--- src/rtl/vrsd_pkg.sv ---
`timescale 1ns / 1ps
// ----------------------------------------------------------------------------
// vrsd_pkg
// Shared types, constants and helpers of the route split decoder.
// ----------------------------------------------------------------------------
package vrsd_pkg;

  localparam int          MAX_CUSTOMERS_DEF = 256;
  localparam logic [9:0]  CAP_RESET         = 10'd200;
  localparam logic [31:0] SAT32             = 32'hFFFF_FFFF;

  typedef struct packed {
    logic [7:0]  customer_id;
    logic [9:0]  demand;
    logic [23:0] ready_time;
    logic [23:0] due_time;
    logic [23:0] service_time;
    logic [23:0] dist_from_prev;
    logic [23:0] dist_from_depot;
    logic        last_customer;
  } vrsd_in_t;

  typedef struct packed {
    logic [7:0]  assigned_customer;
    logic [7:0]  route_index;
    logic        starts_route;
    logic [31:0] total_distance;
    logic [8:0]  route_count;
    logic        done_res;
  } vrsd_out_t;

  // saturate a wide unsigned sum to 32 bits
  function automatic logic [31:0] sat32(input logic [34:0] v);
    return (|v[34:32]) ? SAT32 : v[31:0];
  endfunction

endpackage

--- src/rtl/vrsd_in_stage.sv ---
`timescale 1ns / 1ps
// ----------------------------------------------------------------------------
// vrsd_in_stage
// Input register holding one customer transaction until it is decoded.
// ----------------------------------------------------------------------------
module vrsd_in_stage import vrsd_pkg::*; (
  input  logic     clk,
  input  logic     rst_n,
  input  logic     in_valid,
  output logic     in_ready,
  input  vrsd_in_t in_data,
  input  logic     adv,
  output logic     item_valid,
  output vrsd_in_t item
);

  logic     vld_r, vld_nxt;
  vrsd_in_t data_r;
  logic     take;

  assign in_ready = !vld_r || adv;
  assign take     = in_valid && in_ready;
  assign vld_nxt  = take || (vld_r && !adv);

  always_ff @(posedge clk) begin
    if (!rst_n) begin
      vld_r <= 1'b0;
    end else begin
      vld_r <= vld_nxt;
    end
  end

  always_ff @(posedge clk) begin
    if (take) begin
      data_r <= in_data;
    end
  end

  assign item_valid = vld_r;
  assign item       = data_r;

endmodule

--- src/rtl/vrsd_route_state.sv ---
`timescale 1ns / 1ps
// ----------------------------------------------------------------------------
// vrsd_route_state
// Route state registers and the greedy split decision for one customer.
// ----------------------------------------------------------------------------
module vrsd_route_state import vrsd_pkg::*; #(
  parameter int MAX_CUSTOMERS = MAX_CUSTOMERS_DEF
) (
  input  logic       clk,
  input  logic       rst_n,
  input  logic       adv,
  input  vrsd_in_t   item,
  input  logic [9:0] capacity,
  output vrsd_out_t  res
);

  localparam int             RW        = $clog2(MAX_CUSTOMERS);
  localparam logic [RW-1:0]  ROUTE_MAX = RW'(MAX_CUSTOMERS - 1);

  logic [31:0]   clock_r, clock_nxt;
  logic [10:0]   load_r, load_nxt;
  logic [31:0]   rdist_r, rdist_nxt;
  logic [31:0]   sum_r, sum_nxt;
  logic [RW-1:0] route_r, route_nxt;
  logic          start_r;
  logic [23:0]   pdep_r;

  logic [31:0] try_arr, arrival, svc_start, rdist_join, sum_split;
  logic [31:0] total_split, total_join, total_start, total;
  logic [11:0] try_load;
  logic        split, opens;

  always_comb begin
    try_arr   = sat32({3'b0, clock_r} + {11'b0, item.dist_from_prev});
    try_load  = {1'b0, load_r} + {2'b0, item.demand};
    split     = !start_r && ((try_arr > {8'b0, item.due_time}) ||
                             (try_load > {2'b0, capacity}));
    opens     = start_r || split;
    arrival   = opens ? {8'b0, item.dist_from_depot} : try_arr;
    svc_start = (arrival > {8'b0, item.ready_time}) ? arrival : {8'b0, item.ready_time};
    clock_nxt = sat32({3'b0, svc_start} + {11'b0, item.service_time});
    load_nxt  = opens ? {1'b0, item.demand} : try_load[10:0];

    rdist_join = sat32({3'b0, rdist_r} + {11'b0, item.dist_from_prev});
    rdist_nxt  = opens ? {8'b0, item.dist_from_depot} : rdist_join;
    sum_split  = sat32({3'b0, sum_r} + {3'b0, rdist_r} + {11'b0, pdep_r});
    sum_nxt    = split ? sum_split : sum_r;

    if (split && (route_r < ROUTE_MAX)) begin
      route_nxt = route_r + RW'(1);
    end else begin
      route_nxt = route_r;
    end

    // closing leg to the depot folded into one saturating sum for the split and join cases
    total_split = sat32({3'b0, sum_r} + {3'b0, rdist_r} + {11'b0, pdep_r} +
                        {11'b0, item.dist_from_depot} + {11'b0, item.dist_from_depot});
    total_join  = sat32({3'b0, sum_r} + {3'b0, rdist_r} +
                        {11'b0, item.dist_from_prev} + {11'b0, item.dist_from_depot});
    total_start = {7'b0, item.dist_from_depot, 1'b0};

    priority if (split) begin
      total = total_split;
    end else if (start_r) begin
      total = total_start;
    end else begin
      total = total_join;
    end

    res.assigned_customer = item.customer_id;
    res.route_index       = 8'(route_nxt);
    res.starts_route      = opens;
    res.total_distance    = item.last_customer ? total : 32'd0;
    res.route_count       = item.last_customer ? (9'(route_nxt) + 9'd1) : 9'd0;
    res.done_res          = item.last_customer;
  end

  always_ff @(posedge clk) begin
    if (!rst_n) begin
      clock_r <= '0;
      load_r  <= '0;
      rdist_r <= '0;
      sum_r   <= '0;
      route_r <= '0;
      start_r <= 1'b1;
      pdep_r  <= '0;
    end else if (adv) begin
      if (item.last_customer) begin
        clock_r <= '0;
        load_r  <= '0;
        rdist_r <= '0;
        sum_r   <= '0;
        route_r <= '0;
        start_r <= 1'b1;
        pdep_r  <= '0;
      end else begin
        clock_r <= clock_nxt;
        load_r  <= load_nxt;
        rdist_r <= rdist_nxt;
        sum_r   <= sum_nxt;
        route_r <= route_nxt;
        start_r <= 1'b0;
        pdep_r  <= item.dist_from_depot;
      end
    end
  end

endmodule

--- src/rtl/vrsd_out_stage.sv ---
`timescale 1ns / 1ps
// ----------------------------------------------------------------------------
// vrsd_out_stage
// Result register; decides when the decoded transaction moves forward.
// ----------------------------------------------------------------------------
module vrsd_out_stage import vrsd_pkg::*; (
  input  logic      clk,
  input  logic      rst_n,
  input  logic      item_valid,
  input  vrsd_out_t res,
  output logic      adv,
  output logic      out_valid,
  input  logic      out_ready,
  output vrsd_out_t out_data
);

  logic      vld_r, vld_nxt;
  vrsd_out_t data_r;

  assign adv     = item_valid && (!vld_r || out_ready);
  assign vld_nxt = adv || (vld_r && !out_ready);

  always_ff @(posedge clk) begin
    if (!rst_n) begin
      vld_r <= 1'b0;
    end else begin
      vld_r <= vld_nxt;
    end
  end

  always_ff @(posedge clk) begin
    if (adv) begin
      data_r <= res;
    end
  end

  assign out_valid = vld_r;
  assign out_data  = data_r;

endmodule

--- src/rtl/vrsd_route_split_decoder_core.sv ---
`timescale 1ns / 1ps
// ----------------------------------------------------------------------------
// vrptw_route_split_decoder_core
// Pipeline: a transaction is held in the input register, decoded by the
// combinational split decision and held in the result register until taken.
// Throughput: one customer per cycle while the result side is not stalling.
// Reset (rst_n low, synchronous): route state cleared, capacity back to 200,
// both channels empty. No clearing pass is needed.
// ----------------------------------------------------------------------------
module vrptw_route_split_decoder_core import vrsd_pkg::*; #(
  parameter int MAX_CUSTOMERS = MAX_CUSTOMERS_DEF
) (
  input  logic       clk,
  input  logic       rst_n,
  input  logic       in_valid,
  output logic       in_ready,
  input  vrsd_in_t   in_data,
  output logic       out_valid,
  input  logic       out_ready,
  output vrsd_out_t  out_data,
  input  logic       cfg_valid,
  output logic       cfg_ready,
  input  logic [9:0] cfg_data
);

  logic       cap_we;
  logic [9:0] capacity_r;
  logic       adv, item_valid;
  vrsd_in_t   item;
  vrsd_out_t  res;

  assign cfg_ready = 1'b1;
  assign cap_we    = cfg_valid && cfg_ready;

  always_ff @(posedge clk) begin
    if (!rst_n) begin
      capacity_r <= CAP_RESET;
    end else if (cap_we) begin
      capacity_r <= cfg_data;
    end
  end

  vrsd_in_stage u_in (
    .clk        (clk),
    .rst_n      (rst_n),
    .in_valid   (in_valid),
    .in_ready   (in_ready),
    .in_data    (in_data),
    .adv        (adv),
    .item_valid (item_valid),
    .item       (item)
  );

  vrsd_route_state #(
    .MAX_CUSTOMERS (MAX_CUSTOMERS)
  ) u_state (
    .clk      (clk),
    .rst_n    (rst_n),
    .adv      (adv),
    .item     (item),
    .capacity (capacity_r),
    .res      (res)
  );

  vrsd_out_stage u_out (
    .clk        (clk),
    .rst_n      (rst_n),
    .item_valid (item_valid),
    .res        (res),
    .adv        (adv),
    .out_valid  (out_valid),
    .out_ready  (out_ready),
    .out_data   (out_data)
  );

endmodule

--- config.mk ---
export PLATFORM = sky130hd
export DESIGN_NAME = vrptw_route_split_decoder_core
export DESIGN_NICKNAME = d
export VERILOG_FILES = /design/src/rtl/vrsd_pkg.sv /design/src/rtl/vrsd_in_stage.sv /design/src/rtl/vrsd_route_state.sv /design/src/rtl/vrsd_out_stage.sv /design/src/rtl/vrsd_route_split_decoder_core.sv
export SDC_FILE = /design/constraint.sdc
export NUM_CORES = 1
export LEC_CHECK = 0
export BUFFER_PORTS_ARGS = -buffer_cell sky130_fd_sc_hd__buf_2
export CAP_MARGIN = 5
export CORE_MARGIN = 8
export CORE_UTILIZATION = 60
export CTS_BUF_LIST = sky130_fd_sc_hd__clkbuf_2 sky130_fd_sc_hd__clkbuf_4 sky130_fd_sc_hd__clkbuf_8
export CTS_CLUSTER_DIAMETER = 60
export DETAILED_ROUTE_END_ITERATION = 8
export PLACE_DENSITY = 0.81
export SYNTH_ARGS = -nofsm -noshare
export SYNTH_HDL_FRONTEND = slang
export SYNTH_SLANG_ARGS = --single-unit
--- constraint.sdc ---
create_clock -name clk -period 13.65 [get_ports clk]
set_clock_uncertainty 0.15 [all_clocks]
set_input_delay 2.73 -clock clk [delete_from_list [all_inputs] [get_ports clk]]
set_output_delay 2.73 -clock clk [all_outputs]
set_load 0.01 [all_outputs]
## Word level (Yosys, flattened, before mapping)

Index checks and enable logic that the tools add are counted.

| cells by class | value |
|---|---|
| add/subtract/negate cells | 12 |
| multiply operators | 0 |
| divide/modulo/power cells | 0 |
| order comparisons | 4 |
| equality and inequality tests | 0 |
| shift operators | 0 |
| mux-type cells | 21 |
| bitwise operators | 0 |
| reduce and logical (&&, ||, !) cells | 25 |

Operators with widths:

| kind | count |
|---|---|
| 32-bit two-way mux | 15 |
| 35-bit by 24-bit adder with 35-bit output | 5 |
| 32-bit by 24-bit adder with 33-bit output | 3 |
| 32-bit by 24-bit greater-than comparator with 1-bit output | 2 |
| 32-bit by 32-bit adder with 33-bit output | 1 |
| 24-bit two-way mux | 1 |
| 11-bit two-way mux | 2 |
| 3-bit OR reduction | 6 |
| 8-bit two-way mux | 2 |
| 11-bit by 10-bit adder with 12-bit output | 1 |
| 12-bit by 10-bit greater-than comparator with 1-bit output | 1 |
| 8-bit by 1-bit adder with 9-bit output, second input constant | 1 |
| 8-bit by 1-bit adder with 8-bit output, second input constant | 1 |
| 8-bit less-than comparator, second input constant | 1 |
| 1-bit logical AND | 6 |
| 1-bit logical OR | 6 |
| 1-bit zero test | 5 |
| 2-bit AND reduction | 1 |
| 2-bit nonzero test | 1 |
| 1-bit two-way mux | 1 |

| storage, ports and cells | value |
|---|---|
| register bits after elaboration | 350 |
| latch bits | 0 |
| bits in writable memories | 0 |
| ROM bits | 0 |
| input port bits | 154 |
| output and inout port bits | 62 |
| word-level logic and storage cells | 86 |
| memories kept | 0 |

## Longest topological paths before layout

Gate-level depths: netlist of the first run.

| logic depth | value |
|---|---|
| depth in word-level cells | 14 |
| mapped depth | 62 |
| gate-level depth less buffers | 59 |

## Cells and area by module

A second synthesis of the first run with hierarchy kept.

| unflattened totals | value |
|---|---|
| cells, all modules | 2825 |
| area, all modules | 26030.0 um^2 |

Modules (own cells, without submodules):

| module | times used | cells an instance | area each (um^2) | seq. area each (um^2) |
|---|---|---|---|---|
| vrsd_route_state | 1 | 2584 | 19597.5 | 2802.7 |
| vrsd_in_stage | 1 | 144 | 4231.6 | 4194.0 |
| vrsd_out_stage | 1 | 63 | 1819.2 | 1791.7 |
| vrptw_route_split_decoder_core | 1 | 34 | 381.6 | 200.2 |

## Worst setup path before layout of the first run

No wires, ideal clock.

| timing path | value |
|---|---|
| path type | reg-to-reg |
| from | register u_in.data_r, in the netlist u_in.item[25] |
| to | register u_state.clock_r[23] |
| library setup time | 0.125 ns |
| arrival | 11.522 ns |
| required time | 13.375 ns |
| path slack | 1.853 ns |
| stages on the path, launching flop included | 57 |
| path buffers | 5 |
| period minus slack after synthesis | 11.797 ns |
| cells stage by stage | edfxtp_1 ha_1 fa_1 a211oi_1 o21ai_1 a31oi_1 o2bb2ai_1 o21ai_1 a41oi_1 o21ai_0 nand4_1 clkbuf_1 nand2_1 ha_1 a211o_1 o311a_1 o311ai_0 nand4_1 [21 not listed] a31oi_1 clkbuf_1 mux2_2 ha_1 a41oi_1 o21ai_0 a21oi_1 o21a_1 o31ai_1 o41ai_1 o21ai_0 o41a_1 a21o_1 a21o_1 a21oi_1 a21oi_1 xnor2_1 o21ai_0 |

| on the way | value |
|---|---|
| word-level cells in the longest chain between the ends | 14 |

RTL lines:

| element | RTL line | RTL |
|---|---|---|
| from (decl) | vrsd_in_stage.sv:18 | `vrsd_in_t data_r;` |
| from (signal assigned) | vrsd_in_stage.sv:35 | `data_r <= in_data;` |
| 32-bit by 24-bit adder with 33-bit output (*) | vrsd_route_state.sv:34 | `try_arr = sat32({3'b0, clock_r} + {11'b0, item.dist_from_prev});` |
| 3-bit OR reduction | vrsd_pkg.sv:34 | `return (\|v[34:32]) ? SAT32 : v[31:0];` |
| 32-bit two-way mux (*) | vrsd_pkg.sv:34 |  |
| 32-bit by 24-bit greater-than comparator with 1-bit output | vrsd_route_state.sv:36 | `split = !start_r && ((try_arr > {8'b0, item.due_time}) \|\|` |
| 1-bit logical OR | vrsd_route_state.sv:36 |  |
| 1-bit logical AND | vrsd_route_state.sv:36 |  |
| 1-bit logical OR | vrsd_route_state.sv:38 | `opens = start_r \|\| split;` |
| 32-bit two-way mux (*) | vrsd_route_state.sv:39 | `arrival = opens ? {8'b0, item.dist_from_depot} : try_arr;` |
| 32-bit by 24-bit greater-than comparator with 1-bit output | vrsd_route_state.sv:40 | `svc_start = (arrival > {8'b0, item.ready_time}) ? arrival : {8'b0, item.ready_time};` |
| 32-bit two-way mux (*) | vrsd_route_state.sv:40 |  |
| 32-bit by 24-bit adder with 33-bit output (*) | vrsd_route_state.sv:41 | `clock_nxt = sat32({3'b0, svc_start} + {11'b0, item.service_time});` |
| 3-bit OR reduction | vrsd_pkg.sv:34 |  |
| 32-bit two-way mux (*) | vrsd_pkg.sv:34 |  |
| 32-bit two-way mux (*) | vrsd_route_state.sv:88 | `if (item.last_customer) begin` |
| to (signal assigned) | vrsd_route_state.sv:97 | `clock_r <= clock_nxt;` |
| to (decl) | vrsd_route_state.sv:20 | `logic [31:0] clock_r, clock_nxt;` |

Mark *: on every way between the ends. The rest lies on a longest branch, timed or not.
A chain may end at the register's enable or synchronous reset.

## Final worst setup path of the first run

| timing path | value |
|---|---|
| from | register u_in.data_r, in the netlist u_in.item[28] |
| to | register u_state.clock_r[22] |

The elaborated chain is that of the path after synthesis.

==> flow_metrics.env, run 1 <==
export IMPL_powerDensity_nw_per_um2=104
export IMPL_worst_pin_slew_ps=1330
export IMPL_syn_area_um2=25200
export IMPL_holdPathStages=0
export IMPL_synth_nets=3207
export IMPL_boundaryPins=216
export IMPL_fin_nets=3406
export IMPL_clkLatencyLatePin_ps=680
export IMPL_syn2layout_area_growth_pct=11.4
export IMPL_multiInputGateArea_um2=15100
export IMPL_grt_overflow_total=0
export IMPL_register_area_um2=8990
export IMPL_endpoint_kind="flip-flop"
export IMPL_nFillCells=3267
export IMPL_ant_nets=0
export IMPL_synth_seq_area_share=0.356
export IMPL_antenna_found_initial=0
export IMPL_cts_sinks=350
export IMPL_via_count=22100
export IMPL_via_per_inst=6.19
export IMPL_root_buffer="clkbuf_8"
export IMPL_rsz0062_at_grt="false"
export IMPL_worst_slack_ps=974
export IMPL_cts_buffer_depth=3
export IMPL_first_pass_iters=6
export IMPL_ys_warn_count=0
export IMPL_syn_area_per_cell_um2=9.10
export IMPL_status="complete, no violations"
export IMPL_drtIter0Drc=1831
export IMPL_grt_pass1_vias=21400
export IMPL_grt_total_usage=0.283
export IMPL_r2r_setup_slack_ps=970
export IMPL_fin_crit_sh=0.929
export IMPL_period_needed_ps=12680
export IMPL_grt_pass1_wl_um=113000
export IMPL_cts_buffers=60
export IMPL_htreeDepth=2
export IMPL_layout_commonest_cell="ha_1"
export IMPL_grt_max_degree=99
export IMPL_slew_violations=0
export IMPL_post_route_drc_count=0
export IMPL_fmax_mhz=78.9
export IMPL_finalSetupTns_ps=0
export IMPL_hold_viol=0
export IMPL_ff2ff_path_depth=57
export IMPL_place_gp_congestion=0.999
export IMPL_final_cell_mix="246 x ha_1, 221 x inv_1, 220 x nand2_1"
export IMPL_drv_cap=0
export IMPL_asyncSetResetFlopFracSynth=0
export IMPL_ir_drop_uv=119
export IMPL_initial_core_util=0.604
export IMPL_core_area_um2=41800
export IMPL_cp_slowest_cell="edfxtp_1"
export IMPL_worst_setup_path_type="flip-flop to flip-flop"
export IMPL_row_count=75
export IMPL_wire_per_inst_um=20.3
export IMPL_leakagePower_nw=12.6
export IMPL_drive_above_1_share=0.142
export IMPL_synth_ff_type="edfxtp_1"
export IMPL_die_h_um=221
export IMPL_synth_edff_count=198
export IMPL_required_ps=14070
export IMPL_synthCells=2775
export IMPL_ctsHoldBuffers=0
export IMPL_crit_top_cell="o21ai_0"
export IMPL_max_stage_delay_ps=470
export IMPL_diodes=0
export IMPL_min_path_type="flip-flop to flip-flop"
export IMPL_cp_start_kind="flip-flop"
export IMPL_setup_viol=0
export IMPL_dp_slack_ps=592
export IMPL_die_w_um=221
export IMPL_clk_pin_slew_ps=60
export IMPL_synth_distinct_cells=85
export IMPL_slew_headroom=0.112
export IMPL_hpwl_um=55800
export IMPL_worst_ep_arrival_time_ps=13100
export IMPL_wirelength_um=72200
export IMPL_crit_path_max_fanout=36
export IMPL_cts_tree="yes"
export IMPL_io_buffers=214
export IMPL_die_area_um2=48900
export IMPL_ys_ff_latch=350
==> flip-flops by register name, indices dropped and copies added (netlist names), 8 cells and up <==
signal           cells
capacity_r          10
u_in.item          139
u_out.out_data      59
u_state.clock_r     32
u_state.load_r      11
u_state.pdep_r      24
u_state.rdist_r     32
u_state.route_r      8
u_state.sum_r       32
==> cells in the mapped netlist (27+ instances only) <==
library cell | number | area share
nor2b_1 | 96 | 0.024
nor3_1 | 64 | 0.013
ha_1 | 246 | 0.12
nand2_1 | 220 | 0.033
mux2_2 | 30 | 0.013
a22oi_1 | 28 | 0.0083
nor2_1 | 183 | 0.027
clkbuf_1 | 87 | 0.013
fa_1 | 32 | 0.025
a21oi_1 | 202 | 0.040
a21o_1 | 72 | 0.021
nand3_1 | 63 | 0.012
xor2_1 | 61 | 0.021
o21ai_0 | 179 | 0.035
a211oi_1 | 32 | 0.0095
edfxtp_1 | 198 | 0.24
o21a_1 | 48 | 0.014
o221ai_1 | 27 | 0.0094
nand4_1 | 35 | 0.0087
inv_1 | 222 | 0.033
and3_1 | 35 | 0.0087
xnor2_1 | 115 | 0.040
and2_1 | 28 | 0.0069
dfxtp_1 | 152 | 0.12
==> cell type report <==
class,instances,area share
timing repair buffer,235,0.0442
clock buffer,85,0.0381
tap,539,0.0240
multi-input combinational,2104,0.536
clock inverter,29,0.00859
inverter,223,0.0298
sequential,350,0.320
==> metrics by stage <==
step,utilization,total power [mW],cell area [um2],instances,hold WS (ps)
after floorplan,-,1.70,25200,2775,250
after global placement,0.640,1.87,26700,3448,251
after detailed placement,0.640,1.89,26700,3448,255
after CTS,0.672,2.92,28000,3562,262
after global routing,0.673,3.05,28100,3565,268
final,0.673,2.92,28100,3565,258
==> worst max-delay path, delay by kind of cell (launching register included) <==
family	cells	cell delay, ps
and+or+nand+nor	14	2370
adders and majority gates	5	1600
muxes	1	220
xor gates and xnor gates	2	350
DFF	1	470
buffers and inverters	3	420
AOI/OAI and AO/OA	32	7020
==> metal layers <==
layer  routed length (um)  part of all wire  GRT usage  vias to the layer above
met1                31100              0.43      0.375                    10400
met5                    0                 0          0                        -
met4                 2910             0.040      0.118                        0
met2                31900              0.44      0.450                     1020
li1                     -                 -          -                    10500
met3                 6420             0.089     0.0549                      182
==> worst paths after layout <==
| kind | start | end |
|---|---|---|
| worst max-delay path | u_in.item[28] | u_state.clock_r[22] |
| worst min-delay path | u_in.item[137] | u_out.out_data[57] |
| worst max register to register | u_in.item[28] | u_state.clock_r[22] |
| worst min register to register | u_in.item[137] | u_out.out_data[57] |
==> report_power, final <==
part	switching [mW]	total, mW	internal, mW	leakage, nW
Combinational	0.404	0.684	0.280	8.76
Sequential	0.0390	1.21	1.17	3.15
Clock	0.451	1.03	0.581	0.685
Total	0.894	2.92	2.03	12.6
==> timing repair <==
action,in CTS,in global routing
endpoints found under the setup margin,0,7
gates resized for setup,0,5
buffers inserted,0,3
==> cells by family after synthesis <==
group,count (synthesis),share of synthesized area
AO/OA/AOI/OAI,784,0.205
XOR/XNOR,176,0.0611
adder cells (fa/ha/maj),278,0.147
buffers and inverters,321,0.0492
flip-flops,350,0.356
multiplexers,51,0.0217
other,1,0.000149
AND/OR/NAND/NOR,814,0.160
(Power assumes the default switching activity.)
==> inputs of run 2 (changes only) <==
--- a/config.mk
+++ b/config.mk
@@ -7,11 +7,12 @@
 export LEC_CHECK = 0
 export BUFFER_PORTS_ARGS = -buffer_cell sky130_fd_sc_hd__buf_2
 export CAP_MARGIN = 5
-export CORE_MARGIN = 8
+export CORE_MARGIN = 4
 export CORE_UTILIZATION = 60
 export CTS_BUF_LIST = sky130_fd_sc_hd__clkbuf_2 sky130_fd_sc_hd__clkbuf_4 sky130_fd_sc_hd__clkbuf_8
 export CTS_CLUSTER_DIAMETER = 60
 export DETAILED_ROUTE_END_ITERATION = 8
+export HOLD_SLACK_MARGIN = 0.02
 export PLACE_DENSITY = 0.81
 export SYNTH_ARGS = -nofsm -noshare
 export SYNTH_HDL_FRONTEND = slang
==> flow_metrics.env, run 2 (synthesis results as in run 1) <==
export IMPL_core_area_um2=41200
export IMPL_crit_family="compound AO/OA/AOI/OAI gates"
export IMPL_drive_above_1_share=0.143
export IMPL_grt_pass1_vias=21300
export IMPL_drtIter0Drc=1859
export IMPL_boundaryPins=216
export IMPL_cts_buffers=61
export IMPL_post_route_drc_count=0
export IMPL_hpwl_um=55200
export IMPL_worst_pin_slew_ps=1250
export IMPL_hold_viol=0
export IMPL_power_total_mw=2.97
export IMPL_via_count=22000
export IMPL_syn2layout_area_growth_pct=11.5
export IMPL_crit_top_cell="o21ai_0"
export IMPL_largest_reg_flops=139
export IMPL_wire_per_inst_um=20.2
export IMPL_clkLatencyLatePin_ps=690
export IMPL_row_count=74
export IMPL_die_w_um=213
export IMPL_grt_total_usage=0.309
export IMPL_slew_headroom=0.167
export IMPL_via_per_inst=6.17
export IMPL_ant_nets=0
export IMPL_place_gp_congestion=1.01
export IMPL_worst_ep_arrival_time_ps=13090
export IMPL_layout_commonest_cell="ha_1"
export IMPL_ir_drop_uv=136
export IMPL_rsz0062_at_grt="false"
export IMPL_grt_max_degree=99
export IMPL_die_area_um2=45400
export IMPL_max_stage_delay_ps=450
export IMPL_leakagePower_nw=12.6
export IMPL_powerDensity_nw_per_um2=106
export IMPL_finalSetupTns_ps=0
export IMPL_grt_overflow_total=0
export IMPL_grt_pass1_wl_um=112000
export IMPL_r2r_setup_slack_ps=1000
export IMPL_fmax_mhz=79.1
export IMPL_fin_crit_sh=0.927
export IMPL_diodes=0
export IMPL_critPathBufInv=4
export IMPL_ctsResizeCount=0
export IMPL_fin_nets=3404
export IMPL_cp_slowest_cell="edfxtp_1"
export IMPL_root_buffer="clkbuf_8"
export IMPL_period_needed_ps=12650
export IMPL_slew_violations=0
export IMPL_nFillCells=3291
export IMPL_cp_start_kind="flip-flop"
export IMPL_cts_sinks=350
export IMPL_first_pass_iters=6
export IMPL_initial_core_util=0.613
export IMPL_setup_viol=0
export IMPL_io_buffers=214
export IMPL_hold_slack_ps=268
export IMPL_required_ps=14090
export IMPL_cts_buffer_depth=3
export IMPL_endpoint_kind="flip-flop"
export IMPL_clk_pin_slew_ps=60
export IMPL_wirelength_um=71900
export IMPL_min_path_type="flip-flop to flip-flop"
export IMPL_antenna_found_initial=1
export IMPL_worst_setup_path_type="flip-flop to flip-flop"
export IMPL_crit_path_max_fanout=36
export IMPL_die_h_um=213
export IMPL_ctsHoldBuffers=0
export IMPL_cts_setup_buffers=0
export IMPL_status="complete, no violations"
export IMPL_final_cell_mix="246 x ha_1, 221 x inv_1, 220 x nand2_1"
export IMPL_cts_tree="yes"
export IMPL_drv_cap=0
export IMPL_htreeDepth=2
[run 2: worst reg2reg max path, delay by kind of cell, from the launching register on]
family                   cells  cell delay, ps
AO/OA/AOI/OAI               34            7430
adder cells (fa/ha/maj)      6            1950
AND/OR/NAND/NOR              9            1500
buffers and inverters        4             630
flip-flops                   1             450
multiplexers                 2             310
XOR/XNOR                     1             150
[run 2: worst paths after layout]
path                   from                  end  cells after the start
max           u_in.item[25]  u_state.clock_r[22]                     56
min          u_in.item[136]   u_out.out_data[56]                      0
max reg2reg   u_in.item[25]  u_state.clock_r[22]                     56
min reg2reg  u_in.item[136]   u_out.out_data[56]                      0
[run 2: final cells by class]
class | count | area [um2] | area share
Sequential cell | 350 | 8990 | 0.320
Inverter | 223 | 837 | 0.0298
Tap cell | 532 | 666 | 0.0237
Multi-Input combinational cell | 2104 | 15100 | 0.536
Clock inverter | 36 | 369 | 0.0131
Clock buffer | 80 | 1000 | 0.0356
Timing Repair Buffer | 232 | 1210 | 0.0429
[run 2: metal layers]
metal | vias up | wire length (um) | track usage
met2 | 986 | 32300 | 0.496
met1 | 10300 | 31100 | 0.434
met3 | 161 | 6190 | 0.0441
met5 | - | 13 | 0
met4 | 2 | 2240 | 0.100
li1 | 10500 | - | -
[run 2: report_power, final]
group	switching, mW	internal [mW]
registers	0.0394	1.17
clock network	0.464	0.616
logic	0.403	0.280
total	0.906	2.06
[run 2: stage by stage]
stage	utilization	cells	instance area (um2)	worst slack (ps)
2_1_floorplan	-	2775	25200	1850
3_3_place_gp	0.649	3441	26700	1210
3_5_place_dp	0.649	3441	26700	767
4_1_cts	0.682	3557	28100	739
5_1_grt	0.683	3557	28100	155
6_report	0.683	3557	28100	1000
